===== config.mk =====
export PLATFORM = sky130hd
export DESIGN_NAME = bounded_deque_with_search
export DESIGN_NICKNAME = d
export VERILOG_FILES = /design/src/rtl/bdq_pkg.sv /design/src/rtl/bdq_ring.sv /design/src/rtl/bdq_store.sv /design/src/rtl/bounded_deque_with_search.sv
export SDC_FILE = /design/constraint.sdc
export NUM_CORES = 1
export LEC_CHECK = 0
export BUFFER_PORTS_ARGS = -buffer_cell sky130_fd_sc_hd__buf_2
export CAP_MARGIN = 40
export CORE_ASPECT_RATIO = 0.8
export CORE_MARGIN = 10
export CORE_UTILIZATION = 28
export CTS_CLUSTER_SIZE = 28
export DETAILED_ROUTE_END_ITERATION = 10
export GPL_TIMING_DRIVEN = 1
export PLACE_DENSITY_LB_ADDON = 0.1
export SLEW_MARGIN = 15
export SYNTH_ARGS = -nofsm -noshare
export SYNTH_HDL_FRONTEND = slang
export SYNTH_SLANG_ARGS = --single-unit

===== constraint.sdc =====
create_clock -name clk -period 13.9 [get_ports clk]
set_input_delay 4.17 -clock clk [delete_from_list [all_inputs] [get_ports clk]]
set_output_delay 4.17 -clock clk [all_outputs]
set_load 0.005 [all_outputs]

===== src/rtl/bdq_pkg.sv =====
// shared types, operation codes and status codes for the bounded deque
`default_nettype none

package bdq_pkg;

  localparam int OP_W        = 3;
  localparam int STATUS_W    = 2;
  localparam int VALUE_W     = 32;
  localparam int IN_TDATA_W  = 32;
  localparam int OUT_TDATA_W = 32;

  typedef logic [OP_W-1:0]     op_t;
  typedef logic [STATUS_W-1:0] status_t;

  localparam op_t OP_PUSH_FRONT = 3'd0;
  localparam op_t OP_PUSH_BACK  = 3'd1;
  localparam op_t OP_DISPLAY    = 3'd2;
  localparam op_t OP_SEARCH     = 3'd3;
  localparam op_t OP_POP_FRONT  = 3'd4;
  localparam op_t OP_POP_BACK   = 3'd5;

  localparam status_t STAT_OK        = 2'd0;
  localparam status_t STAT_EMPTY     = 2'd1;
  localparam status_t STAT_FULL      = 2'd2;
  localparam status_t STAT_NOT_FOUND = 2'd3;

endpackage

`default_nettype wire


===== src/rtl/bdq_ring.sv =====
// shared ring index unit: (base + offset) modulo the capacity
`default_nettype none

module bdq_ring #(
  parameter int CAPACITY = 16,
  parameter int IW       = 4
) (
  input  wire logic [IW-1:0] base,
  input  wire logic [IW-1:0] offset,
  output logic      [IW-1:0] slot
);

  logic [IW:0] sum;
  logic        wrap;

  // both operands stay below the capacity, so one compare and subtract wraps
  assign sum  = {1'b0, base} + {1'b0, offset};
  assign wrap = sum >= (IW+1)'(CAPACITY);
  assign slot = wrap ? IW'(sum - (IW+1)'(CAPACITY)) : IW'(sum);

endmodule

`default_nettype wire


===== src/rtl/bdq_store.sv =====
// entry memory: one write or read address per cycle, registered read data
`default_nettype none

module bdq_store #(
  parameter int DEPTH = 16,
  parameter int WIDTH = 32,
  parameter int AW    = 4
) (
  input  wire logic             clk,
  input  wire logic             we,
  input  wire logic             re,
  input  wire logic [AW-1:0]    addr,
  input  wire logic [WIDTH-1:0] wdata,
  output logic      [WIDTH-1:0] rdata
);

  logic [WIDTH-1:0] mem [DEPTH];

  always_ff @(posedge clk) begin
    if (we) begin
      mem[addr] <= wdata;
    end
  end

  // read register holds its value between reads
  always_ff @(posedge clk) begin
    if (re) begin
      rdata <= mem[addr];
    end
  end

endmodule

`default_nettype wire


===== src/rtl/bounded_deque_with_search.sv =====
// top level of the bounded deque with search: sequencer, output register
`default_nettype none

// Bounded double-ended queue of signed values held in a ring buffer memory.
// Each input beat carries one operation on in_tuser and its value on in_tdata:
// push front, push back, display, search, pop front or pop back; codes 6 and 7
// are ignored and give no beat. Each result beat carries its status on
// out_tuser and its value on out_tdata. Pushes and pops give one result beat;
// a push into a full queue is dropped with status full, a pop, search or
// display of an empty queue gives status empty. Search scans front to back
// and returns the first equal value or status not found. Display gives one
// beat per held value, front to back, with tlast on the final one; every other
// operation gives a single beat with tlast set. Items are handled one at a
// time: in_tready is high only while the sequencer is idle. A push then
// passes the push and response states, a pop the read, compare and response
// states, a search a read and compare per entry scanned and then a response,
// and a display a read and a send per entry, since every entry goes through
// the single memory port with a registered read and the single ring index
// adder; each stretches while the sink holds off. Result beats wait in an
// output register, so a new item is accepted while the last result is still
// pending. The memory is not cleared after reset; only entries that were
// pushed are ever read.
module bounded_deque_with_search #(
  parameter int CAPACITY   = 16,
  parameter int DATA_WIDTH = 32
) (
  input  wire logic                               clk,
  input  wire logic                               rst_n,
  // in_tdata: [31:0] value
  input  wire logic [bdq_pkg::IN_TDATA_W-1:0]     in_tdata,
  // in_tuser: [2:0] operation
  input  wire logic [bdq_pkg::OP_W-1:0]           in_tuser,
  input  wire logic                               in_tvalid,
  output logic                                    in_tready,
  // out_tdata: [31:0] result_value
  output logic      [bdq_pkg::OUT_TDATA_W-1:0]    out_tdata,
  // out_tuser: [1:0] status
  output logic      [bdq_pkg::STATUS_W-1:0]       out_tuser,
  output logic                                    out_tlast,
  output logic                                    out_tvalid,
  input  wire logic                               out_tready
);

  localparam int IW = $clog2(CAPACITY);
  localparam int CW = $clog2(CAPACITY + 1);

  // sequencer states
  localparam logic [2:0] S_IDLE = 3'd0;
  localparam logic [2:0] S_PUSH = 3'd1;
  localparam logic [2:0] S_RD   = 3'd2;
  localparam logic [2:0] S_CMP  = 3'd3;
  localparam logic [2:0] S_RESP = 3'd4;

  // input beat fields
  bdq_pkg::op_t                         in_op;
  logic signed [bdq_pkg::VALUE_W-1:0]   in_value;
  logic signed [DATA_WIDTH-1:0]         in_value_dw;

  assign in_op       = in_tuser;
  assign in_value    = in_tdata[bdq_pkg::VALUE_W-1:0];
  assign in_value_dw = DATA_WIDTH'(in_value);

  // control state
  logic [2:0]    state_r, state_nxt;
  logic [IW-1:0] front_r, front_nxt;
  logic [CW-1:0] count_r, count_nxt;
  logic [IW-1:0] idx_r, idx_nxt;

  // item being worked on
  bdq_pkg::op_t                 op_r, op_nxt;
  logic signed [DATA_WIDTH-1:0] val_r, val_nxt;

  // staged single-beat response
  bdq_pkg::status_t             resp_status_r, resp_status_nxt;
  logic signed [DATA_WIDTH-1:0] resp_value_r, resp_value_nxt;

  // output register
  logic                               out_valid_r, out_valid_nxt;
  bdq_pkg::status_t                   out_status_r, out_status_nxt;
  logic signed [bdq_pkg::VALUE_W-1:0] out_value_r, out_value_nxt;
  logic                               out_last_r, out_last_nxt;

  // memory and ring unit hookup
  logic                         mem_we;
  logic                         mem_re;
  logic [IW-1:0]                ring_off;
  logic [IW-1:0]                ring_slot;
  logic signed [DATA_WIDTH-1:0] rd_data;

  logic out_free;
  logic is_full;
  logic is_empty;
  logic idx_last;

  assign out_free = !out_valid_r || out_tready;
  assign is_full  = count_r == CW'(CAPACITY);
  assign is_empty = count_r == '0;
  assign idx_last = idx_r == IW'(count_r - CW'(1));

  bdq_ring #(
    .CAPACITY (CAPACITY),
    .IW       (IW)
  ) u_ring (
    .base   (front_r),
    .offset (ring_off),
    .slot   (ring_slot)
  );

  bdq_store #(
    .DEPTH (CAPACITY),
    .WIDTH (DATA_WIDTH),
    .AW    (IW)
  ) u_store (
    .clk   (clk),
    .we    (mem_we),
    .re    (mem_re),
    .addr  (ring_slot),
    .wdata (val_r),
    .rdata (rd_data)
  );

  always_comb begin
    state_nxt       = state_r;
    front_nxt       = front_r;
    count_nxt       = count_r;
    idx_nxt         = idx_r;
    op_nxt          = op_r;
    val_nxt         = val_r;
    resp_status_nxt = resp_status_r;
    resp_value_nxt  = resp_value_r;
    // pending beat leaves when the sink takes it
    out_valid_nxt   = out_valid_r && !out_tready;
    out_status_nxt  = out_status_r;
    out_value_nxt   = out_value_r;
    out_last_nxt    = out_last_r;
    mem_we          = 1'b0;
    mem_re          = 1'b0;
    ring_off        = idx_r;

    case (state_r)
      S_IDLE: begin
        if (in_tvalid) begin
          op_nxt  = in_op;
          val_nxt = in_value_dw;
          idx_nxt = '0;
          case (in_op)
            bdq_pkg::OP_PUSH_FRONT, bdq_pkg::OP_PUSH_BACK: begin
              if (is_full) begin
                resp_status_nxt = bdq_pkg::STAT_FULL;
                resp_value_nxt  = '0;
                state_nxt       = S_RESP;
              end else begin
                state_nxt = S_PUSH;
              end
            end
            bdq_pkg::OP_DISPLAY, bdq_pkg::OP_SEARCH, bdq_pkg::OP_POP_FRONT,
            bdq_pkg::OP_POP_BACK: begin
              if (is_empty) begin
                resp_status_nxt = bdq_pkg::STAT_EMPTY;
                resp_value_nxt  = '0;
                state_nxt       = S_RESP;
              end else begin
                // pop back reads the tail entry, the rest start at the front
                if (in_op == bdq_pkg::OP_POP_BACK) begin
                  idx_nxt = IW'(count_r - CW'(1));
                end
                state_nxt = S_RD;
              end
            end
            default: begin
              // undefined operation: dropped without a result
              state_nxt = S_IDLE;
            end
          endcase
        end
      end

      S_PUSH: begin
        // push front goes one slot before the front, push back after the tail
        if (op_r == bdq_pkg::OP_PUSH_FRONT) begin
          ring_off  = IW'(CAPACITY - 1);
          front_nxt = ring_slot;
        end else begin
          ring_off = IW'(count_r);
        end
        mem_we          = 1'b1;
        count_nxt       = count_r + CW'(1);
        resp_status_nxt = bdq_pkg::STAT_OK;
        resp_value_nxt  = '0;
        state_nxt       = S_RESP;
      end

      S_RD: begin
        ring_off  = idx_r;
        mem_re    = 1'b1;
        state_nxt = S_CMP;
      end

      S_CMP: begin
        case (op_r)
          bdq_pkg::OP_DISPLAY: begin
            // one beat per entry, straight from the read register
            if (out_free) begin
              out_valid_nxt  = 1'b1;
              out_status_nxt = bdq_pkg::STAT_OK;
              out_value_nxt  = bdq_pkg::VALUE_W'(rd_data);
              out_last_nxt   = idx_last;
              if (idx_last) begin
                state_nxt = S_IDLE;
              end else begin
                idx_nxt   = idx_r + IW'(1);
                state_nxt = S_RD;
              end
            end
          end
          bdq_pkg::OP_SEARCH: begin
            if (rd_data == val_r) begin
              resp_status_nxt = bdq_pkg::STAT_OK;
              resp_value_nxt  = rd_data;
              state_nxt       = S_RESP;
            end else if (idx_last) begin
              resp_status_nxt = bdq_pkg::STAT_NOT_FOUND;
              resp_value_nxt  = '0;
              state_nxt       = S_RESP;
            end else begin
              idx_nxt   = idx_r + IW'(1);
              state_nxt = S_RD;
            end
          end
          bdq_pkg::OP_POP_FRONT: begin
            // front moves one slot on through the ring unit
            ring_off        = IW'(1);
            front_nxt       = ring_slot;
            count_nxt       = count_r - CW'(1);
            resp_status_nxt = bdq_pkg::STAT_OK;
            resp_value_nxt  = rd_data;
            state_nxt       = S_RESP;
          end
          default: begin
            // pop back: only the count shrinks
            count_nxt       = count_r - CW'(1);
            resp_status_nxt = bdq_pkg::STAT_OK;
            resp_value_nxt  = rd_data;
            state_nxt       = S_RESP;
          end
        endcase
      end

      S_RESP: begin
        if (out_free) begin
          out_valid_nxt  = 1'b1;
          out_status_nxt = resp_status_r;
          out_value_nxt  = bdq_pkg::VALUE_W'(resp_value_r);
          out_last_nxt   = 1'b1;
          state_nxt      = S_IDLE;
        end
      end

      default: begin
        state_nxt = S_IDLE;
      end
    endcase
  end

  // control registers
  always_ff @(posedge clk) begin
    if (!rst_n) begin
      state_r     <= S_IDLE;
      front_r     <= '0;
      count_r     <= '0;
      idx_r       <= '0;
      out_valid_r <= 1'b0;
    end else begin
      state_r     <= state_nxt;
      front_r     <= front_nxt;
      count_r     <= count_nxt;
      idx_r       <= idx_nxt;
      out_valid_r <= out_valid_nxt;
    end
  end

  // payload registers
  always_ff @(posedge clk) begin
    op_r          <= op_nxt;
    val_r         <= val_nxt;
    resp_status_r <= resp_status_nxt;
    resp_value_r  <= resp_value_nxt;
    out_status_r  <= out_status_nxt;
    out_value_r   <= out_value_nxt;
    out_last_r    <= out_last_nxt;
  end

  assign in_tready  = state_r == S_IDLE;
  assign out_tvalid = out_valid_r;
  assign out_tlast  = out_last_r;
  assign out_tuser  = out_status_r;
  assign out_tdata  = out_value_r;

  // the held count never passes the capacity
  a_count_bound: assert property (@(posedge clk) disable iff (!rst_n)
    count_r <= CW'(CAPACITY))
    else $error("entry count above capacity");

  // the count moves by at most one per cycle
  a_count_step: assert property (@(posedge clk) disable iff (!rst_n)
    1'b1 |=> (count_r == $past(count_r)) || (count_r == $past(count_r) + CW'(1)) ||
             (count_r == $past(count_r) - CW'(1)))
    else $error("entry count jumped");

  // only display beats go out without tlast, and they are always ok
  a_mid_beat_ok: assert property (@(posedge clk) disable iff (!rst_n)
    out_valid_r && !out_last_r |-> out_status_r == bdq_pkg::STAT_OK)
    else $error("non-final beat with error status");

  // error statuses carry a zero value
  a_err_zero: assert property (@(posedge clk) disable iff (!rst_n)
    out_valid_r && (out_status_r != bdq_pkg::STAT_OK) |-> out_value_r == '0)
    else $error("error status with nonzero value");

endmodule

`default_nettype wire


==> summary.txt <==
Status
  – Status: complete, no violations

Die
  – Initial Util: 0.283
  – Die height: 292 um
  – Die ar.: 0.105 mm^2
  – CORE AREA: 0.0917 mm^2
  – Die X: 361 um
  – # IOs: 76
  – # rows: 99

Clocking
  – H-tree depth: 3
  – CTS Sinks: 665
  – Cts hold-fix bufs: 0
  – Root Buffer: clkbuf_16
  – Worst-Skew Late Latency: 620 ps
  – TritonCTS clock tree: yes
  – Setup Fix Bufs, Post-CTS: 0
  – Clk pin slew, worst setup/hold paths: 60 ps
  – Clk buf depth: 3
  – Number of gates resized after CTS: 0
  – TritonCTS Buffers: 72

Job
  – Max Cap Viol: 0

Place
  – PortBufs: 75
  – Post-Place Cell Area: 0.0282 mm^2
  – Setup WS pre-CTS: 7720 ps
  – Hpwl dp: 39,700 um
  – Placer Congestion: 0.719

Drt
  – Drt initial violations: 878
  – Detail Route Antenna Nets: 0
  – WL per Instance: 26.0 um
  – # DRC: 0
  – Detailed Routing Iterations Pass 1: 5
  – Vias/cell: 4.70
  – Routed vias: 12.9k
  – DRT Wirelength: 71,200 um

Synthesis
  – Synth warnings: 0
  – Netlist cell types: 56
  – Post-Syn Area: 0.0260 mm^2
  – Mapped Cells: 1,339
  – Primary FF master, synth: edfxtp_1
  – Post-synth EDFFs: 648
  – Yosys top cell area share: 0.749
  – Register area share after synthesis: 0.762
  – Share of flip-flops with an asynchronous set or reset: 0
  – Synth top area cells: edfxtp_1 (75%), mux4_2 (11%), nand2_1 (2.2%)
  – Seq cells post-synth: 665
  – Syn Nets: 1,386
  – Mean Syn Cell Area: 19.4 um^2
  – Area leader, netlist: edfxtp_1

Setup path
  – Crit path required time: 9730 ps
  – Crit-path cells: nor3_1 > buf_2
  – Critical Path Fanout Max: 12
  – Crit path largest cell delay: 460 ps
  – Crit end category: output port
  – CP Class: reg2out
  – Worst r2r path cells: 12
  – Worst setup SP type: register
  – CP max stage cell: dfxtp_1
  – Critical Path AT: 1590 ps

Timing
  – Sum Neg Setup Slack: 0 ps
  – Fmax: 0.174 GHz
  – Setup ws final: 8140 ps
  – RSZ-0062 raised after global routing: no
  – Setup violations, final: 0
  – Final hold vios: 0
  – Max-slew headroom: 0.420
  – Fin. max-slew vios: 0
  – Setup Skew: 27.6 ps
  – Hold_ws: 489 ps
  – Worst-Margin Slew: 870 ps
  – Min Tclk post-route: 5760 ps
  – Fin crit share: 0.414

Finish
  – Layout area overhead: 17.7%
  – Nets: 1,511
  – Core Util, Final: 0.334
  – Final instance area: 0.0306 mm^2
  – Area of the multi-input gates: 0.00604 mm^2
  – Fillers: 8,772
  – Seq. cell area: 0.0198 mm^2
  – Layout cell share with drive strength beyond 1: 0.275
  – Most common cell after layout, fill and taps aside: edfxtp_1
  – Most frequent cells in the layout: edfxtp_1 (648), nand2_1 (149), mux4_2 (128), clkbuf_16 (76), buf_2 (75)

Min path
  – Worst hold path stage count: 2
  – Hold Path Class: reg2reg

Power
  – Max IR drop VDD: 0.0756 mV
  – Leakage: 9.92 nW
  – Power Density: 146 mW/mm^2

Global routing
  – First-pass GRT wire length: 102,000 um
  – Initial antenna violation count: 2
  – Vias in the first global route: 13.5k
  – Largest net degree at the start of global routing: 89
  – Total GRT Usage: 0.134
  – Grt ovf: 0
registers in the layout, summed over array words and instances, names as in the netlist:
register,cells
state_r,3
out_tvalid,1
val_r,32
resp_value_r,32
out_tuser,2
resp_status_r,2
front_r,4
out_tdata,32
out_tlast,1
idx_r,4
u_store.rdata,32
op_r,3
u_store.mem,512
count_r,5
per-stage QoR:
| step | cells | total power [mW] |
|---|---|---|
| 2_1_floorplan | 1339 | 2.48 |
| 3_3_place_gp | 2592 | 2.59 |
| 3_5_place_dp | 2601 | 2.59 |
| 4_1_cts | 2732 | 4.54 |
| 5_1_grt | 2733 | 4.64 |
| 6_report | 2734 | 4.46 |
Yosys cell counts (all sizes together) (2+ instances only):
master and number:
xor2 39, nand4 5, nand2 150, xnor2 13, a211oi 2, dfxtp 17
a32oi 2, inv 7, nor2b 4, nand3 7, mux4 128, nor3 7
edfxtp 648, a21o 2, buf 37, clkbuf 30, nor3b 3, nor4 9
nor2 39, mux2i 3, o22ai 2, nand3b 3, nand2b 4, o211a 2
a31oi 35, and2 35, o21ai 10, or3 2, and3 33, a21oi 9
mux2 32, ha 7, o221ai 2
layer usage:
metal	vias to the layer above	wire [um]	track usage
met5	-	0	0
met4	0	1440	0.0338
met3	94	2790	0.0254
met2	283	31000	0.195
met1	6901	36000	0.202
li1	5580	-	-
layout make-up:
class,count,area share
Clock buffer,95,0.0645
Tap cell,1212,0.0496
Timing Repair Buffer,118,0.0283
Multi-Input combinational cell,600,0.198
Antenna cell,1,0.0000818
Sequential cell,665,0.647
Inverter,7,0.000859
Clock inverter,36,0.0117
logic make-up (layout without fill, tap and decap cells):
kind of cell | count (synthesis) | after routing | synth area share
other | 0 | 1 | 0
buffers and inverters | 74 | 256 | 0.0136
xor gates and xnor gates | 52 | 52 | 0.0184
and+or+nand+nor | 305 | 305 | 0.0575
muxes | 163 | 163 | 0.126
AOI/OAI and AO/OA | 72 | 72 | 0.0183
adders and majority gates | 8 | 8 | 0.00414
DFF | 665 | 665 | 0.762
worst paths after layout:
check                               start                          end  slack (ps)
setup / recovery  state_r[0]$_SDFFE_PN0P_                    in_tready        8140
hold / removal    front_r[1]$_SDFFE_PN0P_      front_r[1]$_SDFFE_PN0P_         490
setup reg to reg  state_r[0]$_SDFFE_PN0P_  u_store.rdata[14]$_DFFE_PN_        8770
hold reg to reg   front_r[1]$_SDFFE_PN0P_      front_r[1]$_SDFFE_PN0P_         490
where the power goes:
part / total [mW] / internal [mW] / leakage (nW) / switching [mW]
Sequential: 2.29 / 2.25 / 6.02 / 0.0437
Combinational: 0.251 / 0.110 / 2.76 / 0.141
Clock: 1.92 / 1.13 / 1.14 / 0.791
Total: 4.46 / 3.49 / 9.92 / 0.976
worst max-delay path, delay by kind of cell (launching register included):
kind | cells | cell delay (ps)
and+or+nand+nor | 1 | 350
DFF | 1 | 460
buffers and inverters | 1 | 180
Power figures use the tool's default switching activity.
